<file path="src/rtl/trf_pkg.sv">
// Shared constants, types and helpers of the trefoil surface point pipeline.
// Used by every other file of the block; depends on nothing.
`timescale 1ns / 1ps

package trf_pkg;

  // Field widths and number formats
  localparam int ANGLE_BITS    = 16;
  localparam int OUT_FRAC_BITS = 16;
  localparam int IN_W          = 16;
  localparam int OUT_W         = 20;
  localparam int SIN_W         = 32;   // signed Q30 sine/cosine
  localparam int DEN_W         = 32;   // 2 + cos, unsigned Q30
  localparam int MAG_W         = 33;   // numerator magnitude, Q30
  localparam int QUO_W         = OUT_FRAC_BITS + 3;
  localparam int Z_SH          = 54 - OUT_FRAC_BITS;

  // Pipeline stage numbers
  localparam int ST_SIN   = 6;             // sine units deliver here
  localparam int ST_MIX   = 7;             // numerators and denominators
  localparam int ST_DIV0  = 8;             // first divider step
  localparam int ST_ZMUL  = 8;
  localparam int ST_ZRND  = 9;
  localparam int ST_ZPROD = 10;
  localparam int ST_ZOUT  = 11;
  localparam int ST_LAST  = ST_DIV0 + QUO_W;  // output register
  localparam int Z_DLY    = ST_LAST - 1 - ST_ZOUT;

  // Polynomial coefficients, Q30
  localparam logic [30:0] POLY_C1 = 31'd1686629713;
  localparam logic [30:0] POLY_C3 = 31'd693598668;
  localparam logic [30:0] POLY_C5 = 31'd85569306;
  localparam logic [30:0] POLY_C7 = 31'd5026995;

  typedef logic [ANGLE_BITS-1:0]   phase_t;
  typedef logic signed [OUT_W-1:0] coord_t;

  localparam phase_t ANGLE_QUARTER = phase_t'(1) << (ANGLE_BITS - 2);
  localparam phase_t ANGLE_THIRD   = ANGLE_BITS'((2 ** ANGLE_BITS + 1) / 3);

  localparam logic [63:0] SAT_POS = 64'((64'd1 << (OUT_W - 1)) - 64'd1);
  localparam logic [63:0] SAT_NEG = 64'd1 << (OUT_W - 1);

  // Scale a 16-bit turn fraction to the internal phase width
  function automatic phase_t to_phase(input logic [IN_W-1:0] a);
    logic [IN_W+ANGLE_BITS-1:0] ext;
    ext = {a, {ANGLE_BITS{1'b0}}};
    return ext[IN_W+ANGLE_BITS-1 -: ANGLE_BITS];
  endfunction

  // Apply sign to a magnitude and saturate to the output range
  function automatic coord_t sat_coord(input logic neg, input logic [63:0] mag);
    coord_t r;
    if (!neg) begin
      if (mag > SAT_POS) r = {1'b0, {(OUT_W-1){1'b1}}};
      else               r = coord_t'(mag[OUT_W-1:0]);
    end else begin
      if (mag > SAT_NEG) r = {1'b1, {(OUT_W-1){1'b0}}};
      else               r = -coord_t'(mag[OUT_W-1:0]);
    end
    return r;
  endfunction

endpackage

</file>
<file path="src/rtl/trf_div.sv">
// Pipelined restoring divider, one quotient bit per stage, rounding half up.
// Depends on trf_pkg for operand widths and the quotient length.
`timescale 1ns / 1ps

module trf_div (
  input  logic                         clk_i,
  input  logic [trf_pkg::QUO_W-1:0]    en_i,
  input  logic [trf_pkg::MAG_W-1:0]    mag_i,
  input  logic [trf_pkg::DEN_W-1:0]    den_i,
  input  logic                         neg_i,
  output logic [trf_pkg::QUO_W-1:0]    quo_o,
  output logic                         neg_o
);

  localparam int QW = trf_pkg::QUO_W;
  localparam int DW = trf_pkg::DEN_W;
  localparam int NW = trf_pkg::MAG_W + trf_pkg::OUT_FRAC_BITS + 1;

  logic [NW-1:0] num;

  logic [DW-1:0] rem_s [QW];
  logic [QW-1:0] low_s [QW];
  logic [QW-1:0] quo_s [QW];
  logic [DW-1:0] den_s [QW];
  logic [QW-1:0] neg_s;

  logic [DW:0]   cand  [QW];
  logic [DW-1:0] rem_d [QW];
  logic [QW-1:0] low_d [QW];
  logic [QW-1:0] quo_d [QW];

  logic [DW-1:0] rem_q [QW];
  logic [QW-1:0] low_q [QW];
  logic [QW-1:0] quo_q [QW];
  logic [DW-1:0] den_q [QW];
  logic [QW-1:0] neg_q;

  // Form the rounded dividend and run one trial subtraction per stage
  always_comb begin
    num = {1'b0, mag_i, {trf_pkg::OUT_FRAC_BITS{1'b0}}} + NW'(den_i >> 1);
    rem_s[0] = DW'(num[NW-1:QW]);
    low_s[0] = num[QW-1:0];
    quo_s[0] = '0;
    den_s[0] = den_i;
    neg_s[0] = neg_i;
    for (int j = 1; j < QW; j++) begin
      rem_s[j] = rem_q[j-1];
      low_s[j] = low_q[j-1];
      quo_s[j] = quo_q[j-1];
      den_s[j] = den_q[j-1];
      neg_s[j] = neg_q[j-1];
    end
    for (int j = 0; j < QW; j++) begin
      cand[j]  = {rem_s[j], low_s[j][QW-1]};
      low_d[j] = {low_s[j][QW-2:0], 1'b0};
      if (cand[j] >= {1'b0, den_s[j]}) begin
        rem_d[j] = DW'(cand[j] - {1'b0, den_s[j]});
        quo_d[j] = {quo_s[j][QW-2:0], 1'b1};
      end else begin
        rem_d[j] = cand[j][DW-1:0];
        quo_d[j] = {quo_s[j][QW-2:0], 1'b0};
      end
    end
  end

  // Advance the stages
  always_ff @(posedge clk_i) begin
    for (int j = 0; j < QW; j++) begin
      if (en_i[j]) begin
        rem_q[j] <= rem_d[j];
        low_q[j] <= low_d[j];
        quo_q[j] <= quo_d[j];
        den_q[j] <= den_s[j];
        neg_q[j] <= neg_s[j];
      end
    end
  end

  assign quo_o = quo_q[QW-1];
  assign neg_o = neg_q[QW-1];

endmodule

</file>
<file path="config.mk">
export PLATFORM = sky130hd
export DESIGN_NAME = trf_div
export DESIGN_NICKNAME = d
export VERILOG_FILES = /design/src/rtl/trf_pkg.sv /design/src/rtl/trf_div.sv
export SDC_FILE = /design/constraint.sdc
export NUM_CORES = 2
export LEC_CHECK = 0
export BUFFER_PORTS_ARGS = -buffer_cell sky130_fd_sc_hd__buf_2
export CAP_MARGIN = 20
export CORE_MARGIN = 2
export CORE_UTILIZATION = 55
export CTS_CLUSTER_SIZE = 40
export DETAILED_ROUTE_END_ITERATION = 6
export GPL_TIMING_DRIVEN = 1
export PLACE_DENSITY = 0.76
export SLEW_MARGIN = 10
export SYNTH_ARGS = -nofsm -noshare
export SYNTH_HDL_FRONTEND = slang
export SYNTH_SLANG_ARGS = --single-unit
export TNS_END_PERCENT = 20
</file>
<file path="constraint.sdc">
create_clock -name clk_i -period 4.2 [get_ports clk_i]
set_input_delay 0.21 -clock clk_i [delete_from_list [all_inputs] [get_ports clk_i]]
set_output_delay 0.21 -clock clk_i [all_outputs]
set_load 0.02 [all_outputs]
</file>
Yosys cells after proc, flatten, opt, wreduce, memory -nomap -nowiden
Memories as Yosys holds them, arrays and structs flattened. Cells that the tools add are included.

Flip-flop bits (word level): 19. Bits in latches: 0. Bits in writable memories: 1919. Memory bits (read-only): 0. Bits of input ports: 86. Output and inout port bits: 20. Logic and storage cells: 138. Memories kept: 4.

Add/sub/neg operators: 20. $mul: 0. Divide/modulo/power cells: 0. Magnitude comparators: 19. Equal/unequal tests: 0. Shift operators: 0. Multiplexer cells: 76. Bitwise logic cells: 0. Reduce and logical (&&, ||, !) cells: 0.

Memories: den_q (depth 19, width 32, rd ports 18, clocked after memory_dff 0, wr ports 19, RTL line trf_div.sv:35) `logic [DW-1:0] den_q [QW];`; rem_q (depth 19, width 32, rd ports 18, clocked after memory_dff 0, wr ports 19, RTL line trf_div.sv:32) `logic [DW-1:0] rem_q [QW];`; quo_q (depth 19, width 19, rd ports 19, clocked after memory_dff 0, wr ports 19, RTL line trf_div.sv:34) `logic [QW-1:0] quo_q [QW];`; low_q (depth 19, width 18, rd ports 18, clocked after memory_dff 0, wr ports 19, RTL line trf_div.sv:33) `logic [QW-1:0] low_q [QW];`.

Operators with widths (number): 32-bit two-way mux (19); 32-bit subtractor (19); 33-bit by 32-bit >= comparator with 1-bit output (18); 1-bit two-way mux (57); 49-bit by 31-bit adder with 50-bit output (1); 32-bit >= comparator (1).

Longest topological paths before layout
Depth in word-level cells: 3. Mapped depth: 24. Gate-level depth less buffers: 23.

Least setup slack after synthesis
OpenSTA, ideal clock, no wires.

Path kind: input to register. Start: input mag_i[8] (netlist bit). End: memory rem_q[0][19] (netlist bit) (data pin). Library setup time: 260 ps. Data arrival time: 4174 ps. Setup slack: -234 ps. Cell stages on the path: 21. Path through: ha_1 -> a21o_1 -> a21o_1 -> a21oi_1 -> o22ai_1 -> a311oi_1 -> o21ba_2 -> clkbuf_1 -> nor3_1 -> xor2_1 -> ha_1 -> a21o_1 -> a21oi_1 -> o21bai_1 -> a21o_1 -> a21o_1 -> a21o_1 -> a21oi_1 -> nand2_1 -> clkbuf_1 -> mux2_2.

RTL lines: from (decl) (RTL line trf_div.sv:8) `input logic [trf_pkg::MAG_W-1:0] mag_i,`; to (decl) (RTL line trf_div.sv:32).

==> flow_summary_export.csv <==
group,metric,value,unit
synthesis,syn-mean-instance-area,10.96,sq um
clock_tree,cts_buffers,151,
clock_tree,clock-sinks,1364,
hold_path,min_path_type,"primary input to flip-flop",
global_routing,antenna_found_initial,3,
synthesis,ys_seq_elements,1364,
layout,num-fill-cells,11280,
floorplanning,initial_core_util,55.53,%
pwr,p_leak,0.03797,uW
synthesis,synth.area.top_cells,"edfxtp_1 (51%), ha_1 (9.7%), inv_1 (3.6%)",
clock_tree,htree_levels,4,
synthesis,synth_fa_ha_area_share,10.22,%
critical_path,worst-r2r-cell-count,12,
outcome,status,"complete, no violations",
synthesis,synth_compound_area_share,15.52,%
timing,fin_tns_setup,0,ns
placed_design,post-place-ws,-0.6093,ns
clock_tree,max-clock-path-buffers,3,
synthesis,synth_xor_area_share,5.696,%
layout,nets,8432,
timing,rsz0062_at_grt,"true",
flow_run,maxCapViolations,0,
timing,worst-slew-pin-transition,1.024,ns
timing,slew_headroom,31.74,%
layout,mostFrequentLayoutCells,"edfxtp_1 (1,364), inv_1 (759), ha_1 (622)",
timing,finalSetupViolations,0,
critical_path,critPathRequiredTime,4.74,ns
critical_path,arrival,4.68,ns
critical_path,cp_num_buf_inv,6,
synthesis,synth-simple-area-share,9.764,%
synthesis,synthMuxAreaShare,3.123,%
synthesis,seq_area_frac_synth,51.22,%
synthesis,ys_warn_count,0,
critical_path,rr_startpoint,"den_q[0][0]",
synthesis,synth.distinct_cells,101,
placed_design,gp_congestion,0.9465,
route,drt_iter0_markers,4381,
timing,finalCritPeriodShare,98.35,%
critical_path,crit_path_end_kind,"flip-flop",
critical_path,critPathLaunchType,"primary input",
floorplanning,fp.dieH,385.3,microns
clock_tree,cts.clk_slew.worst_paths,0.06,ns
timing,fin_skew,0.02583,ns
clock_tree,cts_tree,"done",
synthesis,async_reset_ff_share,0,%
critical_path,cp_top_family,"compound AO/OA/AOI/OAI gates",
synthesis,synth_top_area_share,51.22,%
global_routing,grt_pass1_vias,55820,
critical_path,crit_top_cell,"a21o_1",
route,drc_errors,0,
pwr,ir_worst_vdd,0.4670,mV
timing,layout_setup_ws,0.06927,ns
hold_path,hp-start,"en_i[18]",
layout,multiInputGateArea,35690,sq um
layout,fin_area,90350,sq um
timing,period_minus_slack,4.131,ns
route,vias,57010,
layout,drive_above_1_share,11.38,%
critical_path,cp_slowest_cell,"dlygate4sd3_1",
critical_path,r2r_end,"rem_q[1][26]",
critical_path,crit_type,"primary input to flip-flop",
critical_path,rrSetupSlack,0.28,ns
timing,fmax,242.1,MHz
route,wire_per_inst,20.16,microns
timing,slew_viol_final,0,
floorplanning,fp.dieArea,148500,sq um
pwr,power,70420,uW
synthesis,synth_edf_count,1364,
synthesis,synth_top_family_by_area,"compound AO/OA/AOI/OAI gates",
synthesis,synthCells,7298,
global_routing,overflow,0,
clock_tree,cts-root-buf,"clkbuf_16",
floorplanning,die_w,385.3,microns
clock_tree,worstSkewPairLatency,0.80,ns
synthesis,syn_nets,8026,
layout,final_util,62.74,%
synthesis,yosysTopAreaCell,"edfxtp_1",
layout,area_delta_synth_final,13.00,%
layout,seq_area,40960,sq um
critical_path,crit_fanout,9,
route,routed_wl,196.3,mm
hold_path,hold_end,"quo_q[18][17]",
synthesis,netlist_area,79960,sq um
layout,final_common_cell,"edfxtp_1",
route,firstDrtPassIters,6,
floorplanning,core,144000,sq um
timing,hold_violations,0,
global_routing,grt_pass1_wl,304.1,mm
critical_path,path_cells,"dlygate4sd3_1, buf_2, ha_1, o21a_1, nor2_2, a21oi_2, a311oi_2, o21ba_4, buf_6, nor3_1, xor2_1, ha_1, inv_1, o21bai_1, a21o_1, a21o_1, a21o_1, a21oi_2, nand2_4, buf_12, clkbuf_16, o21a_1",
hold_path,holdPathStages,1,
floorplanning,ios,106,
placed_design,port_buffers,105,
floorplanning,rows,139,
critical_path,slowest_delay,0.57,ns
synthesis,synth_ff_type,"edfxtp_1",
pwr,power_per_cell_area,779.4,nW/um^2
global_routing,grt_max_degree,84,
global_routing,gr-usage-all-layers,26.13,%
placed_design,dpl-instance-area,84380,sq um
route,viasPerCell,5.855,
route,ant_nets,0,
placed_design,dp_hpwl,151.2,mm
-- per-layer routing --
metal / vias up / part of all wire, % / GRT usage [%]
li1: 27550 / - / -
met3: 443 / 4.6 / 3.660
met2: 1590 / 49 / 45.41
met4: 4 / 4.2 / 11.06
met5: - / 0.012 / 0
met1: 27430 / 42 / 32.63
-- Yosys cell counts (72+ instances only) --
master    count
edfxtp_1   1364
inv_1       759
ha_1        623
nand2_1     621
o21ai_0     561
a21oi_1     530
nor2_1      339
a21o_1      323
xnor2_1     291
xor2_1      229
mux2_2      164
clkbuf_1    139
nand3_1     131
nand4_1      93
nor3_1       88
nor2b_1      85
nand2b_1     81
a31oi_1      73
o21a_1       72
-- final cells by class --
| cell class | instances | area share, % |
|---|---|---|
| Multi-Input combinational cell | 5003 | 39.50 |
| Clock inverter | 105 | 1.289 |
| Antenna cell | 3 | 0.008309 |
| Timing Repair Buffer | 425 | 3.755 |
| Clock buffer | 175 | 4.329 |
| Sequential cell | 1364 | 45.33 |
| Tap cell | 1903 | 2.635 |
| Inverter | 759 | 3.153 |
-- worst reg2reg max path, cell delays in order, from the launching register on --
cell and delay [ns]:
edfxtp_1 0.41, ha_1 0.23, fa_1 0.42, nor2b_1 0.12, o21ai_0 0.11, a21boi_0 0.38, o21a_1 0.23, a21oi_1 0.17
o311ai_0 0.39, a31oi_1 0.36, o31ai_1 0.45, xor2_1 0.12, mux2_2 0.30
-- per-stage QoR --
stage / instances / hold slack [ns]
2_1_floorplan: 7298 / 0.3089
3_3_place_gp: 9387 / 0.4005
3_5_place_dp: 9387 / 0.4045
5_1_grt: 9734 / 0.02935
4_1_cts: 9721 / 0.008153
6_report: 9737 / 0.01658
-- cells by family after synthesis --
| group | count (synthesis) |
|---|---|
| AO/OA/AOI/OAI | 1975 |
| flip-flops | 1364 |
| AND/OR/NAND/NOR | 1650 |
| adder cells (fa/ha/maj) | 642 |
| multiplexers | 216 |
| XOR/XNOR | 520 |
| buffers and inverters | 931 |
-- repair_timing --
item | in CTS | in global routing
endpoints found under the hold margin | 447 | 0
gates resized for setup | 0 | 45
setup buffers | 0 | 8
hold buffers | 54 | 0
endpoints found under the setup margin | 0 | 37
-- where the power goes --
group	switching [uW]	internal (uW)	total, uW
combinational	19400	14600	34000
sequential	2290	20600	22900
clock	5640	7880	13500
total	27300	43100	70400
-- worst max-delay path by stage --
stage | from | to | slack (ns) | depth (start not counted)
after detailed placement | den_i[17] | rem_q[0][31] | -0.61 | 24
after global placement | den_i[17] | rem_q[0][31] | -0.58 | 24
after floorplan | mag_i[0] | rem_q[0][29] | -0.009 | 20
final | den_i[22] | rem_q[0][17] | 0.07 | 22
after global routing | den_i[24] | rem_q[0][20] | -0.06 | 23
after CTS | den_i[24] | rem_q[0][5] | 0.04 | 22
-- state kept, by name, summed over array words and instances (netlist names) --
register  cells
den_q       576
rem_q       576
neg_q        19
low_q         3
quo_q       190
No activity file was read; power rests on OpenSTA's default activity.
